### src/hdl/row_run_star_edge_detector_defines.svh
// Assertion macros used by the back end of the edge detector.
`ifndef ROW_RUN_STAR_EDGE_DETECTOR_DEFINES_SVH
`define ROW_RUN_STAR_EDGE_DETECTOR_DEFINES_SVH
`ifndef SYNTHESIS
`define RRSE_ASSERT(label, clk, rst, prop) \
   label: assert property (@(posedge clk) disable iff (rst) (prop)) else $error("%m failed");
`define RRSE_ASSERT_NR(label, clk, prop) \
   label: assert property (@(posedge clk) (prop)) else $error("%m failed");
`else
`define RRSE_ASSERT(label, clk, rst, prop)
`define RRSE_ASSERT_NR(label, clk, prop)
`endif
`endif

### src/hdl/rrse_pkg.sv
// Types and constants of the row run edge detector.
package rrse_pkg;
   localparam int PIXEL_BITS = 16;
   localparam int WACC_BITS = 40;
   localparam int LACC_BITS = 28;
   localparam int CNT_BITS = 13;
   localparam int Q_BITS = 44;

   typedef enum logic [1:0] {
      REG_THRESHOLD = 2'd0,
      REG_BLACK = 2'd1,
      REG_BAD_LIMIT = 2'd2,
      REG_MIN_WIDTH = 2'd3
   } reg_index_type;
   localparam logic [2:0] REG_ROW_LENGTH = 3'd4;

   typedef struct packed {
      logic [11:0] row;
      logic [WACC_BITS-1:0] weighted;
      logic [LACC_BITS-1:0] sum;
      logic [CNT_BITS-1:0] width;
   } run_type;

   typedef enum logic [2:0] {
      ST_IDLE = 3'b001,
      ST_DIV = 3'b010,
      ST_READ = 3'b100
   } back_state_type;
endpackage

### src/hdl/rrse_front.sv
// Front end: black subtraction, run tracking, line store writes and run close.
module rrse_front #(
   parameter int MAX_ROW_PIXELS = 4096,
   parameter int COL_BITS = 12
) (
   input  logic clock,
   input  logic reset,
   input  logic in_valid,
   input  logic [15:0] in_pixel,
   input  logic in_frame_start,
   input  logic [15:0] thr,
   input  logic [15:0] black,
   input  logic [3:0] bad_limit,
   input  logic [12:0] min_width,
   input  logic [12:0] row_length,
   output logic row_start,
   output logic wr_en,
   output logic [COL_BITS-1:0] wr_addr,
   output logic [15:0] wr_data,
   output logic run_push,
   output rrse_pkg::run_type run_out
);
   import rrse_pkg::*;
   localparam int COL_W = COL_BITS + 1;
   logic [WACC_BITS-1:0] wacc_ff, wacc_in;
   logic [LACC_BITS-1:0] lacc_ff, lacc_in;
   logic [CNT_BITS-1:0] cnt_ff, cnt_in;
   logic [4:0] miss_ff, miss_in;
   logic [COL_BITS-1:0] col_ff, col_in;
   logic [11:0] row_ff, row_in;
   logic [PIXEL_BITS-1:0] raw;
   logic [16:0] level17;
   logic [15:0] level;
   logic [COL_BITS-1:0] col;
   logic [11:0] row;
   logic [12:0] rl;
   logic [WACC_BITS-1:0] cw, wa, la, ca;
   logic [CNT_BITS-1:0] ccnt;
   logic [4:0] cmiss;
   logic [WACC_BITS:0] wsum;
   logic [LACC_BITS:0] lsum;
   logic take, last;

   assign row_start = (col_ff == '0);

   always_comb begin
      raw = in_pixel[PIXEL_BITS-1:0];
      level17 = 17'(raw) - 17'(black);
      level = (17'(raw) > 17'(black)) ? level17[15:0] : 16'd0;
      col = in_frame_start ? '0 : col_ff;
      row = in_frame_start ? 12'd0 : row_ff;
      wa = (col == '0) ? '0 : wacc_ff;
      la = (col == '0) ? '0 : WACC_BITS'(lacc_ff);
      ccnt = (col == '0) ? '0 : cnt_ff;
      cmiss = (col == '0) ? '0 : miss_ff;
      rl = row_length;
      if (rl == 13'd0) rl = 13'd1;
      if (32'(rl) > MAX_ROW_PIXELS) rl = 13'(MAX_ROW_PIXELS);
      take = (level >= thr) || (ccnt != '0 && cmiss <= 5'(bad_limit));
      cw = WACC_BITS'(col) * WACC_BITS'(level);
      wsum = {1'b0, wa} + {1'b0, cw};
      lsum = {1'b0, la[LACC_BITS-1:0]} + (LACC_BITS+1)'(level);
      run_push = 1'b0;
      run_out.row = row;
      run_out.weighted = wa;
      run_out.sum = la[LACC_BITS-1:0];
      run_out.width = ccnt;
      wacc_in = wa;
      lacc_in = la[LACC_BITS-1:0];
      cnt_in = ccnt;
      miss_in = cmiss;
      ca = '0;
      if (take) begin
         miss_in = (level < thr) ? cmiss + 5'd1 : 5'd0;
         wacc_in = wsum[WACC_BITS] ? '1 : wsum[WACC_BITS-1:0];
         lacc_in = lsum[LACC_BITS] ? '1 : lsum[LACC_BITS-1:0];
         cnt_in = (ccnt == '1) ? ccnt : ccnt + 1'b1;
      end else if (ccnt != '0) begin
         run_push = in_valid && ccnt >= min_width && wa != '0 && la != ca;
         wacc_in = '0;
         lacc_in = '0;
         cnt_in = '0;
         miss_in = '0;
      end
      last = (COL_W'(col) + 1'b1) >= COL_W'(rl);
      if (last) begin
         wacc_in = '0;
         lacc_in = '0;
         cnt_in = '0;
         miss_in = '0;
         col_in = '0;
         row_in = row + 12'd1;
      end else begin
         col_in = col + 1'b1;
         row_in = row;
      end
      wr_en = in_valid;
      wr_addr = col;
      wr_data = level;
   end

   always_ff @(posedge clock) begin
      if (reset) begin
         wacc_ff <= '0;
         lacc_ff <= '0;
         cnt_ff <= '0;
         miss_ff <= '0;
         col_ff <= '0;
         row_ff <= '0;
      end else if (in_valid) begin
         wacc_ff <= wacc_in;
         lacc_ff <= lacc_in;
         cnt_ff <= cnt_in;
         miss_ff <= miss_in;
         col_ff <= col_in;
         row_ff <= row_in;
      end
   end
endmodule

### config.mk
export PLATFORM = sky130hd
export DESIGN_NAME = rrse_front
export DESIGN_NICKNAME = d
export VERILOG_FILES = /design/src/hdl/row_run_star_edge_detector_defines.svh /design/src/hdl/rrse_pkg.sv /design/src/hdl/rrse_front.sv
export SDC_FILE = /design/constraint.sdc
export NUM_CORES = 1
export LEC_CHECK = 0
export BUFFER_PORTS_ARGS = -buffer_cell sky130_fd_sc_hd__buf_4
export CAP_MARGIN = 10
export CELL_PAD_IN_SITES_DETAIL_PLACEMENT = 1
export CELL_PAD_IN_SITES_GLOBAL_PLACEMENT = 1
export CORE_ASPECT_RATIO = 1.4
export CORE_MARGIN = 4
export CORE_UTILIZATION = 30
export DETAILED_ROUTE_END_ITERATION = 8
export GPL_TIMING_DRIVEN = 0
export PLACE_DENSITY_LB_ADDON = 0.1
export SYNTH_ARGS = -nofsm -noshare
export SYNTH_HDL_FRONTEND = slang
export SYNTH_SLANG_ARGS = --single-unit
### constraint.sdc
create_clock -name clock -period 11.1 [get_ports clock]
set_input_delay 2.22 -clock clock [delete_from_list [all_inputs] [get_ports clock]]
set_output_delay 2.22 -clock clock [all_outputs]
set_load 0.03 [all_outputs]
Word level (Yosys, flattened, before mapping)
Cells that the tools add are included.
{"block": "totals", "word_cells": 63, "out_inout_bits": 124, "reg_bits": 110, "input_bits": 82}
{"block": "op_classes", "n_reduce_logical": 11, "n_addsub": 8, "n_mux": 29, "order_cmp": 7, "n_mul": 1, "eq_ne": 1}
{"op": "two-way mux 40 bit", "n": 5}
{"op": "two-way mux 28 bit", "n": 5}
{"op": "two-way mux 13 bit", "n": 7}
{"op": "nonzero test 40 bit", "n": 2}
{"op": "two-way mux 12 bit", "n": 4}
{"op": "adder 40 x 28 -> 41 bit", "n": 1}
{"op": "adder 28 x 16 -> 29 bit", "n": 1}
{"op": "multiplier 12 x 16 -> 28 bit", "n": 1}
{"op": "greater-or-equal comparator 13 bit", "n": 2}
{"op": "two-way mux 5 bit", "n": 5}
{"op": "adder 12 x 1 -> 12 bit (second input constant)", "n": 2}
{"op": "logical NOT 12 bit", "n": 2}
{"op": "greater-or-equal comparator 16 bit", "n": 1}
{"op": "greater-than comparator 16 bit", "n": 1}
{"op": "< comparator 16 bit", "n": 1}
{"op": "two-way mux 16 bit", "n": 1}
{"op": "subtractor 16 bit", "n": 1}
{"op": "adder 12 x 1 -> 13 bit (second input constant)", "n": 1}
{"op": "adder 13 x 1 -> 13 bit (second input constant)", "n": 1}
{"op": "== test 13 bit (second input constant)", "n": 1}
{"op": "greater-than comparator 13 bit (second input constant)", "n": 1}
{"op": "logical NOT 13 bit", "n": 1}
{"op": "nonzero test 13 bit", "n": 1}
{"op": "adder 5 x 1 -> 5 bit (second input constant)", "n": 1}
{"op": "other kinds (4)", "n": 8}

Depth between registers and ports, before layout
Gate-level depths: netlist of run 1.
{"block": "depth", "depth_word": 9, "mapped_depth": 36, "depth_no_buf": 33}

Worst setup path after synthesis of run 1
Ideal clock, no wire load.
{"block": "synth_timing", "path_kind": "input to output", "startpoint": "input port black[2]", "endpoint": "output port run_push", "arrival_time_ns": 7.098, "path_stages": 19, "path_slack_ns": 1.782, "path_buffers": 1, "required_ns": 8.880, "cell_sequence": "inv_1 -> ha_1 -> nor2b_1 -> o21ba_2 -> o21a_1 -> o21a_1 -> o21a_1 -> o21a_1 -> o21a_1 -> o31ai_1 -> nor2_1 -> ha_1 -> and3_1 -> a211oi_1 -> o21ai_1 -> a221o_1 -> or4_1 -> buf_2 -> a311oi_1"}
{"block": "synth_via", "elab_chain_len": 5, "elab_cells_between_ends": 6}
{"element": "start, declared", "line_no": "rrse_front.sv:12", "text": "input logic [15:0] black,"}
{"element": "subtractor 16 bit / greater-than comparator 16 bit (equally long branches)", "line_no": "rrse_front.sv:48, rrse_front.sv:49"}
{"element": "two-way mux 16 bit *", "line_no": "rrse_front.sv:49", "text": "level = (17'(raw) > 17'(black)) ? level17[15:0] : 16'd0;"}
{"element": "via wr_data[10]", "line_no": "rrse_front.sv:19", "text": "output logic [15:0] wr_data,"}
{"element": "greater-or-equal comparator 16 bit *", "line_no": "rrse_front.sv:59", "text": "take = (level >= thr) || (ccnt != '0 && cmiss <= 5'(bad_limit));"}
{"element": "logical OR 1 bit *", "line_no": "rrse_front.sv:59"}
{"element": "two-way mux 1 bit *", "line_no": "rrse_front.sv:73", "text": "if (take) begin"}
{"element": "end, declared", "line_no": "rrse_front.sv:20", "text": "output logic run_push,"}
The timed path passes the listed nets; every way through them passes the cells marked *.

Worst setup path after layout of run 1
{"block": "layout_timing", "startpoint": "input port in_frame_start", "endpoint": "register wacc_ff[37]"}
{"block": "layout_via", "elab_chain_len": 8, "elab_cells_between_ends": 17}
{"element": "start, declared", "line_no": "rrse_front.sv:10", "text": "input logic in_frame_start,"}
{"element": "two-way mux 12 bit *", "line_no": "rrse_front.sv:50", "text": "col = in_frame_start ? '0 : col_ff;"}
{"element": "branches (longest 6 deep; another with adder 40 x 28 -> 41 bit)"}
{"element": "two-way mux 40 bit *", "line_no": "rrse_front.sv:86", "text": "if (last) begin"}
{"element": "end signal, assigned", "line_no": "rrse_front.sv:111", "text": "wacc_ff <= wacc_in;"}
{"element": "end, declared", "line_no": "rrse_front.sv:25", "text": "logic [WACC_BITS-1:0] wacc_ff, wacc_in;"}
Mark *: on every way between the ends.
A chain may end at the register's enable or synchronous reset.

==> results.json, run 1 <==
{
  "viasPerCell": 5.34,
  "finalCritPeriodShare": 0.965,
  "final_max_slew_viol_count": 0,
  "worst_slew_pin_slew_ns": 1.23,
  "clockRootBuffer": "clkbuf_16",
  "relSlewSlack": 0.176,
  "power_uw": 1310,
  "wl_met1_mm": 30.6,
  "htree_levels": 3,
  "synth_seq_cells": 110,
  "cts_tree": "built",
  "port_buffers": 203,
  "vias": 16800,
  "power_density_mw_per_mm2": 67.3,
  "yosys.area_share.simple": 0.234,
  "gr-total-overflow": 0,
  "cts_sinks": 110,
  "ant_nets": 0,
  "nets": 2816,
  "fin_worst_skew_ns": 0.0204,
  "postLayoutCellArea_mm2": 0.0194,
  "syn_to_final_growth_pct": 16.8,
  "synth-xor-area-share": 0.0348,
  "core.rowCount": 101,
  "syn-num-nets": 2599,
  "wirelength_mm": 77.4,
  "ys_seq_area_frac": 0.133,
  "hold_viol_final": 0,
  "fin_crit_ns": 10.71,
  "cts_hold_buf": 0,
  "crit_top_cell": "fa_1",
  "postPlaceCellArea_mm2": 0.0191,
  "cp.arrival_ns": 11.02,
  "grt_pass1_vias": 18200,
  "hold_slack_ns": 0.455,
  "setup_violations": 0,
  "die_h_um": 286,
  "ys_warn_count": 0,
  "muxShareOfSynthArea": 0.00429,
  "crit_type": "primary input to flop",
  "fin_tns_setup_ns": 0,
  "track_usage": 0.260,
  "cts_buffers": 9,
  "drc": 0,
  "wl_per_cell_um": 24.7,
  "io_pins": 206,
  "synth_area_mm2": 0.0166,
  "gp_congestion": 0.914,
  "top_layer_used": "met5",
  "max-vdd-ir-drop_v": 0.0000711,
  "synth_ff_type": "dfxtp_1",
  "avgSynthCellArea_um2": 7.58,
  "p_leak_uw": 0.00978,
  "holdCritPathClass": "flop to flop",
  "cp_slowest_cell": "fa_1",
  "synth-edff-count": 0,
  "synth_compound_area_frac": 0.167,
  "clkTransAtPathRegs_ns": 0.08,
  "setup_slack_ns": 0.390,
  "synth_top_family_by_area": "adder cells",
  "synthAdderAreaFrac": 0.321,
  "die-area_mm2": 0.0593,
  "dpl.hpwl_mm": 65.4,
  "maxCapViolCount": 0,
  "final_layout_size_suffix_gt1_frac": 0.125,
  "grt_start_max_net_pins": 20,
  "wl_met3_mm": 2.71,
  "synthArstFlopShare": 0,
  "dr.pass1.iters": 5,
  "clock_latency_ns": 0.40,
  "pre_cts_ws_ns": -2.31,
  "outcome": "completed",
  "worst_ep_required_time_ns": 11.41,
  "ys_types": 91,
  "critPathMaxFanout": 19,
  "synthCells": 2192,
  "clockBufferDepth": 2,
  "drtIter0Drc": 735,
  "cp-start-kind": "primary input",
  "end_kind": "flop",
  "die_w_um": 207,
  "start_util": 0.304,
  "grt_antenna_before_repair": 2,
  "critPathMaxStageDelay_ns": 0.59,
  "rsz0062_at_grt": "no",
  "fmax_ghz": 0.0934,
  "dr_wl_met2_mm": 40.3,
  "core-area_mm2": 0.0546,
  "grt_pass1_wl_mm": 116
}
per-layer routing:
metal	vias up	global-route usage
li1	7686	-
met1	8486	0.304
met2	431	0.478
met3	149	0.0250
met4	2	0.112
met5	-	0
cell usage after synthesis (21+ instances only):
cell type  count  area share
a21o_1        31       0.014
a21oi_1      121       0.036
and2_1        58       0.022
and3_1        31       0.012
buf_2         21      0.0063
clkbuf_1      61       0.014
dfxtp_1      110        0.13
fa_1         169        0.20
ha_1         156        0.12
inv_1        355       0.080
nand2_1      270       0.061
nand2b_1      30       0.011
nand3_1       57       0.017
nor2_1       186       0.042
nor2b_1       21      0.0079
nor3_1        43       0.013
nor4_1        26      0.0098
o21a_1        24       0.011
o21ai_0       79       0.024
or3_1         29       0.011
xnor2_1       44       0.023
xor2_1        22       0.012
timing repair:
action,CTS,global route
setup endpoints to repair,41,38
setup buffers,3,0
gates cloned,0,0
pin swaps,1,0
gates resized for setup,7,11
area by class of cell:
cell class              count  area, µm²
fillers                  6797      35200
well taps                 721        902
diodes                      1       2.50
repair buffers            209       1570
multi-input cells        1625      12700
flip-flops and latches    110       2200
inverters                 365       1370
clock inverters             5       63.8
clock buffers              10        239
plain buffers              89        398
cell families after synthesis:
logic type | Yosys count
fa+ha+maj | 325
buf+inv | 457
simple gates | 807
xor+xnor | 66
flops | 110
mux | 7
compound gates | 420
stage by stage:
step / util / std cells
final: 0.356 / 3135
after global routing: 0.356 / 3134
after CTS: 0.355 / 3135
after detailed placement: 0.349 / 3119
after global placement: 0.349 / 3116
after floorplan: - / 2192
cells in the final DEF, fill, tap and decap left out, types with 13 or more instances in the layout:
cell type and instances:
nor2_1 186, ha_1 156, a21o_1 31, a21oi_1 121
and3_1 31, nor4_1 26, dfxtp_1 110, o21ai_1 13
nor3_1 43, a211oi_1 18, nor2b_1 21, o21ai_0 79
o21a_1 24, nand4_1 20, nand2b_1 30, clkbuf_1 49
xor2_1 22, inv_1 355, nand3_1 57, o31ai_1 13
nand2_1 270, xnor2_1 44, and2_1 58, or3_1 29
buf_4 210, buf_2 25, fa_1 169
sequential cells by signal, indices dropped and copies added, names as in the netlist:
name / flops
cnt_ff: 13
col_ff: 12
lacc_ff: 28
miss_ff: 5
row_ff: 12
wacc_ff: 40
critical path: cells and delay by family:
family	cells	cell delay [ns]
AO/OA/AOI/OAI	7	2.22
adder cells (fa/ha/maj)	6	2.83
buffers and inverters	11	2.45
multiplexers	1	0.32
AND/OR/NAND/NOR	5	0.95
worst paths after layout:
path                                     start     endpoint  slack, ns  depth (start not counted)
worst min register to register     wacc_ff[18]  wacc_ff[18]       0.46                          2
worst max-delay path            in_frame_start  wacc_ff[37]       0.39                         30
worst min-delay path               wacc_ff[18]  wacc_ff[18]       0.46                          2
worst max register to register       col_ff[1]  wacc_ff[37]       2.59                         27
where the power goes:
group	internal (µW)	total, µW	switching (µW)
Clock	183	365	182
Combinational	150	518	368
Sequential	410	424	14.6
Note: power is estimated with default switching activity, not from simulation.
==> inputs of run 2 (changes only) <==
ABC_AREA = 1   (was default)
CORE_MARGIN = default   (was 4)
HOLD_SLACK_MARGIN = 0.15   (was default)
==> results.json, run 2 <==
{
  "swShare": 0.447,
  "power_frac_seq": 0.325,
  "synth_top_family_by_area": "adder cells",
  "fin_crit_ns": 10.34,
  "setup_slack_ns": 0.760,
  "fillers": 7335,
  "syn_to_final_growth_pct": 16.1,
  "p_leak_uw": 0.0104,
  "reg_top3": "wacc_ff x40, lacc_ff x28, cnt_ff x13",
  "io_pins": 206,
  "hold_slack_ns": 0.473,
  "internal-power_uw": 742,
  "cp_slowest_cell": "nor2_1",
  "nets": 3262,
  "synthArstFlopShare": 0,
  "reg2regPathDepth": 30,
  "syn-num-nets": 3047,
  "worst_slew_pin_slew_ns": 1.09,
  "hold_viol_final": 0,
  "final_layout_size_suffix_gt1_frac": 0.100,
  "p_comb_frac": 0.409,
  "clockBufferDepth": 2,
  "outcome": "completed",
  "track_usage": 0.260,
  "synth_ff_type": "dfxtp_1",
  "synth-edff-count": 0,
  "worst_ep_required_time_ns": 11.37,
  "gp_congestion": 0.917,
  "pre_cts_ws_ns": -0.801,
  "rsz0062_at_grt": "no",
  "instances_no_fill": 3595,
  "synth_area_mm2": 0.0172,
  "wl_per_cell_um": 20.8,
  "critical_path.startpoint": "in_pixel[0]",
  "cp-start-kind": "primary input",
  "synthAdderAreaFrac": 0.309,
  "synth_top_cell_by_area": "fa_1",
  "cts_hold_buf": 0,
  "critPathMaxStageDelay_ns": 0.86,
  "avgSynthCellArea_um2": 6.53,
  "endpoint": "wacc_ff[29]",
  "critPathMaxFanout": 10,
  "cts_buffers": 9,
  "die_w_um": 205,
  "regArea_mm2": 0.00220,
  "yosys.area_share.simple": 0.268,
  "cts_sinks": 110,
  "ys_warn_count": 0,
  "rrSetupSlack_ns": 2.82,
  "dpl.hpwl_mm": 64.7,
  "largest_register": "wacc_ff",
  "r2r_start": "col_ff[0]",
  "synth.area.top_cells": "fa_1 20%, nand2_1 14%, dfxtp_1 13%",
  "crit_top_cell": "nand2_1",
  "largest_reg_flops": 40,
  "vias": 18100,
  "holdCritPathClass": "flop to flop",
  "power_density_mw_per_mm2": 67.0,
  "end_kind": "flop",
  "crit_buf_inv": 6,
  "finalCritPeriodShare": 0.932,
  "cts_tree": "built",
  "drtIter0Drc": 831,
  "timing.rr.end": "wacc_ff[29]",
  "multiInputGateArea_mm2": 0.0127,
  "grt_start_max_net_pins": 22,
  "die-area_mm2": 0.0585,
  "crit_type": "primary input to flop",
  "synth_compound_area_frac": 0.120,
  "final_common_cell": "nand2_1",
  "start_util": 0.305,
  "grt_pass1_vias": 19500,
  "synth-xor-area-share": 0.0376,
  "worstSetupPathDepth": 36,
  "clkTransAtPathRegs_ns": 0.10,
  "clock_latency_ns": 0.40,
  "clockRootBuffer": "clkbuf_16",
  "ys_seq_area_frac": 0.128,
  "synth_seq_cells": 110,
  "synthCells": 2640,
  "setup_violations": 0,
  "fmax_ghz": 0.0967,
  "fin_worst_skew_ns": 0.0246,
  "core-area_mm2": 0.0566,
  "ys_types": 43,
  "grt_antenna_before_repair": 1,
  "core.rowCount": 103,
  "gr-total-overflow": 0,
  "ant_nets": 0,
  "antenna_cells": 0,
  "drc": 0,
  "cp_top_family": "adder cells",
  "port_buffers": 203,
  "dr.pass1.iters": 5,
  "cp.arrival_ns": 10.61,
  "synth.most_common_cell": "nand2_1",
  "synth_common_cells": "622 x nand2_1, 525 x inv_1, 264 x a21oi_1",
  "muxShareOfSynthArea": 0,
  "power_frac_clock": 0.267,
  "p_switching_uw": 600,
  "wirelength_mm": 74.7,
  "fin_util": 0.354,
  "final_max_slew_viol_count": 0,
  "htree_levels": 3,
  "placedCellCount": 3580,
  "max-vdd-ir-drop_v": 0.0000599,
  "viasPerCell": 5.03,
  "grt_pass1_wl_mm": 115,
  "relSlewSlack": 0.273,
  "synth_top_area_frac": 0.196,
  "maxCapViolCount": 0,
  "die_h_um": 286,
  "mostFrequentLayoutCells": "622 x nand2_1, 524 x inv_1, 264 x a21oi_1"
}
[run 2: cell count changes after synthesis, moves of 34 or more]
cell / before / now
and2_1: 58 / 2
a21oi_1: 121 / 264
xor2_1: 22 / 56
nor2_1: 186 / 258
nand2_1: 270 / 622
inv_1: 355 / 525
nand3_1: 57 / 107
[run 2: kinds of logic after synthesis]
| family | Yosys count |
|---|---|
| adders and majority gates | 325 |
| AOI/OAI and AO/OA | 400 |
| and+or+nand+nor | 1118 |
| DFF | 110 |
| xor gates and xnor gates | 74 |
| buffers and inverters | 613 |
[run 2: final cells by class]
cell class | instances | share of cell area
Clock buffer | 9 | 0.0112
Buffer | 78 | 0.0186
Tap cell | 735 | 0.0459
Inverter | 534 | 0.100
Clock inverter | 7 | 0.00350
Multi-Input combinational cell | 1917 | 0.633
Sequential cell | 110 | 0.110
Timing Repair Buffer | 205 | 0.0772
[run 2: worst min path at each step]
stage / end / startpoint / slack [ns] / cells past startpoint
after floorplan: cnt_ff[0] / cnt_ff[0] / 0.45 / 2
after global routing: lacc_ff[27] / lacc_ff[27] / 0.49 / 2
after CTS: miss_ff[0] / miss_ff[0] / 0.47 / 2
final: col_ff[1] / col_ff[1] / 0.47 / 2
after detailed placement: wacc_ff[20] / wacc_ff[20] / 0.46 / 2
after global placement: lacc_ff[0] / lacc_ff[0] / 0.45 / 2
[run 2: power groups by stage]
| stage | registers, µW | clock network, µW | logic, µW |
|---|---|---|---|
| after floorplan | 440 | 0 | 324 |
| after global placement | 443 | 0 | 539 |
| after detailed placement | 444 | 0 | 551 |
| after CTS | 435 | 365 | 553 |
| after global routing | 439 | 377 | 599 |
| final | 436 | 358 | 548 |
[run 2: per-layer routing]
layer / routed length, µm / track usage / vias to the layer above / share of wire
met4: 3290 / 0.110 / 0 / 0.044
met3: 1660 / 0.0150 / 107 / 0.022
met5: 0 / 0 / - / 0
met1: 29800 / 0.296 / 9003 / 0.40
met2: 40000 / 0.495 / 344 / 0.54
li1: - / - / 8636 / -
[run 2: timing repair]
action | in CTS | in global routing
setup buffers | 0 | 0
endpoints found under the setup margin | 37 | 40
resized for setup | 4 | 4
pin swaps | 0 | 0
[run 2: worst register-to-register path, delay by kind of cell, from the launching register on]
family	cells	cell delay (ns)
AOI/OAI and AO/OA	5	0.72
adders and majority gates	6	2.74
buffers and inverters	9	2.08
DFF	1	0.35
and+or+nand+nor	10	2.27
[run 2: metrics by stage]
stage / area, µm² / total power (µW) / TNS [ns]
2_1_floorplan: 17200 / 763 / 0
3_3_place_gp: 19700 / 982 / -18.63
3_5_place_dp: 19700 / 995 / -24.05
4_1_cts: 20000 / 1350 / 0
5_1_grt: 20000 / 1410 / 0
6_report: 20000 / 1340 / 0
==> inputs of run 3 (changes only) <==
CORE_ASPECT_RATIO = 1.1   (was 1.4)
PLACE_DENSITY = 0.58   (was default)
PLACE_DENSITY_LB_ADDON = default   (was 0.1)
==> results.json, run 3 (synthesis results as in run 2) <==
{
  "outcome": "completed",
  "clkTransAtPathRegs_ns": 0.09,
  "grt_pass1_wl_mm": 112,
  "hold_viol_final": 0,
  "finalCritPeriodShare": 0.942,
  "reg_top3": "wacc_ff x40, lacc_ff x28, cnt_ff x13",
  "mostFrequentLayoutCells": "622 x nand2_1, 524 x inv_1, 264 x a21oi_1",
  "clock_latency_ns": 0.40,
  "gr-total-overflow": 0,
  "fin_crit_ns": 10.45,
  "cts_tree": "built",
  "fin_util": 0.355,
  "fillers": 7353,
  "crit_type": "primary input to flop",
  "rsz0062_at_grt": "no",
  "crit_top_cell": "nand2_1",
  "cp-start-kind": "primary input",
  "die_h_um": 253,
  "ant_nets": 0,
  "nets": 3260,
  "worst_ep_required_time_ns": 11.43,
  "grt_antenna_before_repair": 0,
  "core.rowCount": 91,
  "wirelength_mm": 73.7,
  "whs_path_depth": 2,
  "holdCritPathClass": "flop to flop",
  "power_density_mw_per_mm2": 66.9,
  "setup_violations": 0,
  "power_uw": 1340,
  "reg2regPathDepth": 31,
  "regArea_mm2": 0.00220,
  "final_max_slew_viol_count": 0,
  "fin_tns_setup_ns": 0,
  "io_pins": 206,
  "critPathMaxStageDelay_ns": 1.01,
  "start_util": 0.305,
  "syn_to_final_growth_pct": 16.2,
  "worst_slew_pin_slew_ns": 1.26,
  "core-area_mm2": 0.0565,
  "end_kind": "flop",
  "multiInputGateArea_mm2": 0.0127,
  "cts_sinks": 110,
  "fmax_ghz": 0.0957,
  "htree_levels": 3,
  "wl_per_cell_um": 20.5,
  "dpl.hpwl_mm": 62.7,
  "maxCapViolCount": 0,
  "die-area_mm2": 0.0585,
  "drc": 0,
  "viasPerCell": 4.98,
  "cts_hold_buf": 0,
  "cts_buffers": 9,
  "drtIter0Drc": 948,
  "final_layout_size_suffix_gt1_frac": 0.0997,
  "final_common_cell": "nand2_1",
  "track_usage": 0.255,
  "p_leak_uw": 0.0104,
  "clockBufferDepth": 2,
  "largest_register": "wacc_ff",
  "grt_pass1_vias": 19000,
  "cp.arrival_ns": 10.78,
  "largest_reg_flops": 40,
  "vias": 17900,
  "die_w_um": 231,
  "fin_worst_skew_ns": 0.0206,
  "dr.pass1.iters": 5,
  "relSlewSlack": 0.155,
  "gp_congestion": 0.878,
  "max-vdd-ir-drop_v": 0.0000711,
  "critPathMaxFanout": 11,
  "port_buffers": 203,
  "antenna_cells": 0,
  "grt_start_max_net_pins": 22,
  "cp_slowest_cell": "nor2_1",
  "clockRootBuffer": "clkbuf_16"
}
[run 3: timing repair]
action,in CTS,in global routing
endpoints found under the hold margin,0,0
buffers inserted,0,0
setup endpoints to repair,40,40
resized for setup,3,7
[run 3: area by class of cell]
cell class | count | area share
plain buffers | 77 | 0.0184
clock buffers | 9 | 0.0112
clock inverters | 7 | 0.00400
inverters | 534 | 0.100
multi-input cells | 1917 | 0.633
flip-flops and latches | 110 | 0.110
well taps | 744 | 0.0465
repair buffers | 204 | 0.0766
[run 3: through the flow]
stage	hold WS [ns]	setup slack (ns)	std cells	instance area [µm²]
6_report	0.470	0.646	3602	20000
5_1_grt	0.482	0.0775	3602	20000
4_1_cts	0.469	0.0479	3604	20000
3_5_place_dp	0.456	-0.808	3588	19700
3_3_place_gp	0.452	-0.745	3587	19700
2_1_floorplan	0.445	1.74	2640	17200
[run 3: metal layers]
| layer | part of all wire | routed length, µm | GRT usage | vias to the layer above |
|---|---|---|---|---|
| met2 | 0.51 | 37900 | 0.471 | 290 |
| met4 | 0.023 | 1660 | 0.0689 | 0 |
| met5 | 0 | 0 | 0 | - |
| li1 | - | - | - | 8623 |
| met3 | 0.027 | 2000 | 0.0214 | 68 |
| met1 | 0.44 | 32200 | 0.314 | 8963 |
[run 3: report_power, final]
group,leakage [µW],switching [µW],internal [µW]
logic,0.00940,384,160
registers,0.000891,15.5,420
clock network,0.000145,199,161
total,0.0104,598,741
[run 3: critical path: cells and delay by family]
kind / cells / cell delay, ns
AO/OA/AOI/OAI: 5 / 0.89
buffers and inverters: 7 / 1.03
AND/OR/NAND/NOR: 17 / 3.02
adder cells (fa/ha/maj): 8 / 3.59
[run 3: path summary, 6_finish.rpt]
path / start / to / slack, ns
setup reg to reg: col_ff[1] / wacc_ff[16] / 2.83
hold reg to reg: lacc_ff[5] / lacc_ff[5] / 0.47
hold / removal: lacc_ff[5] / lacc_ff[5] / 0.47
setup / recovery: in_pixel[0] / wacc_ff[16] / 0.65
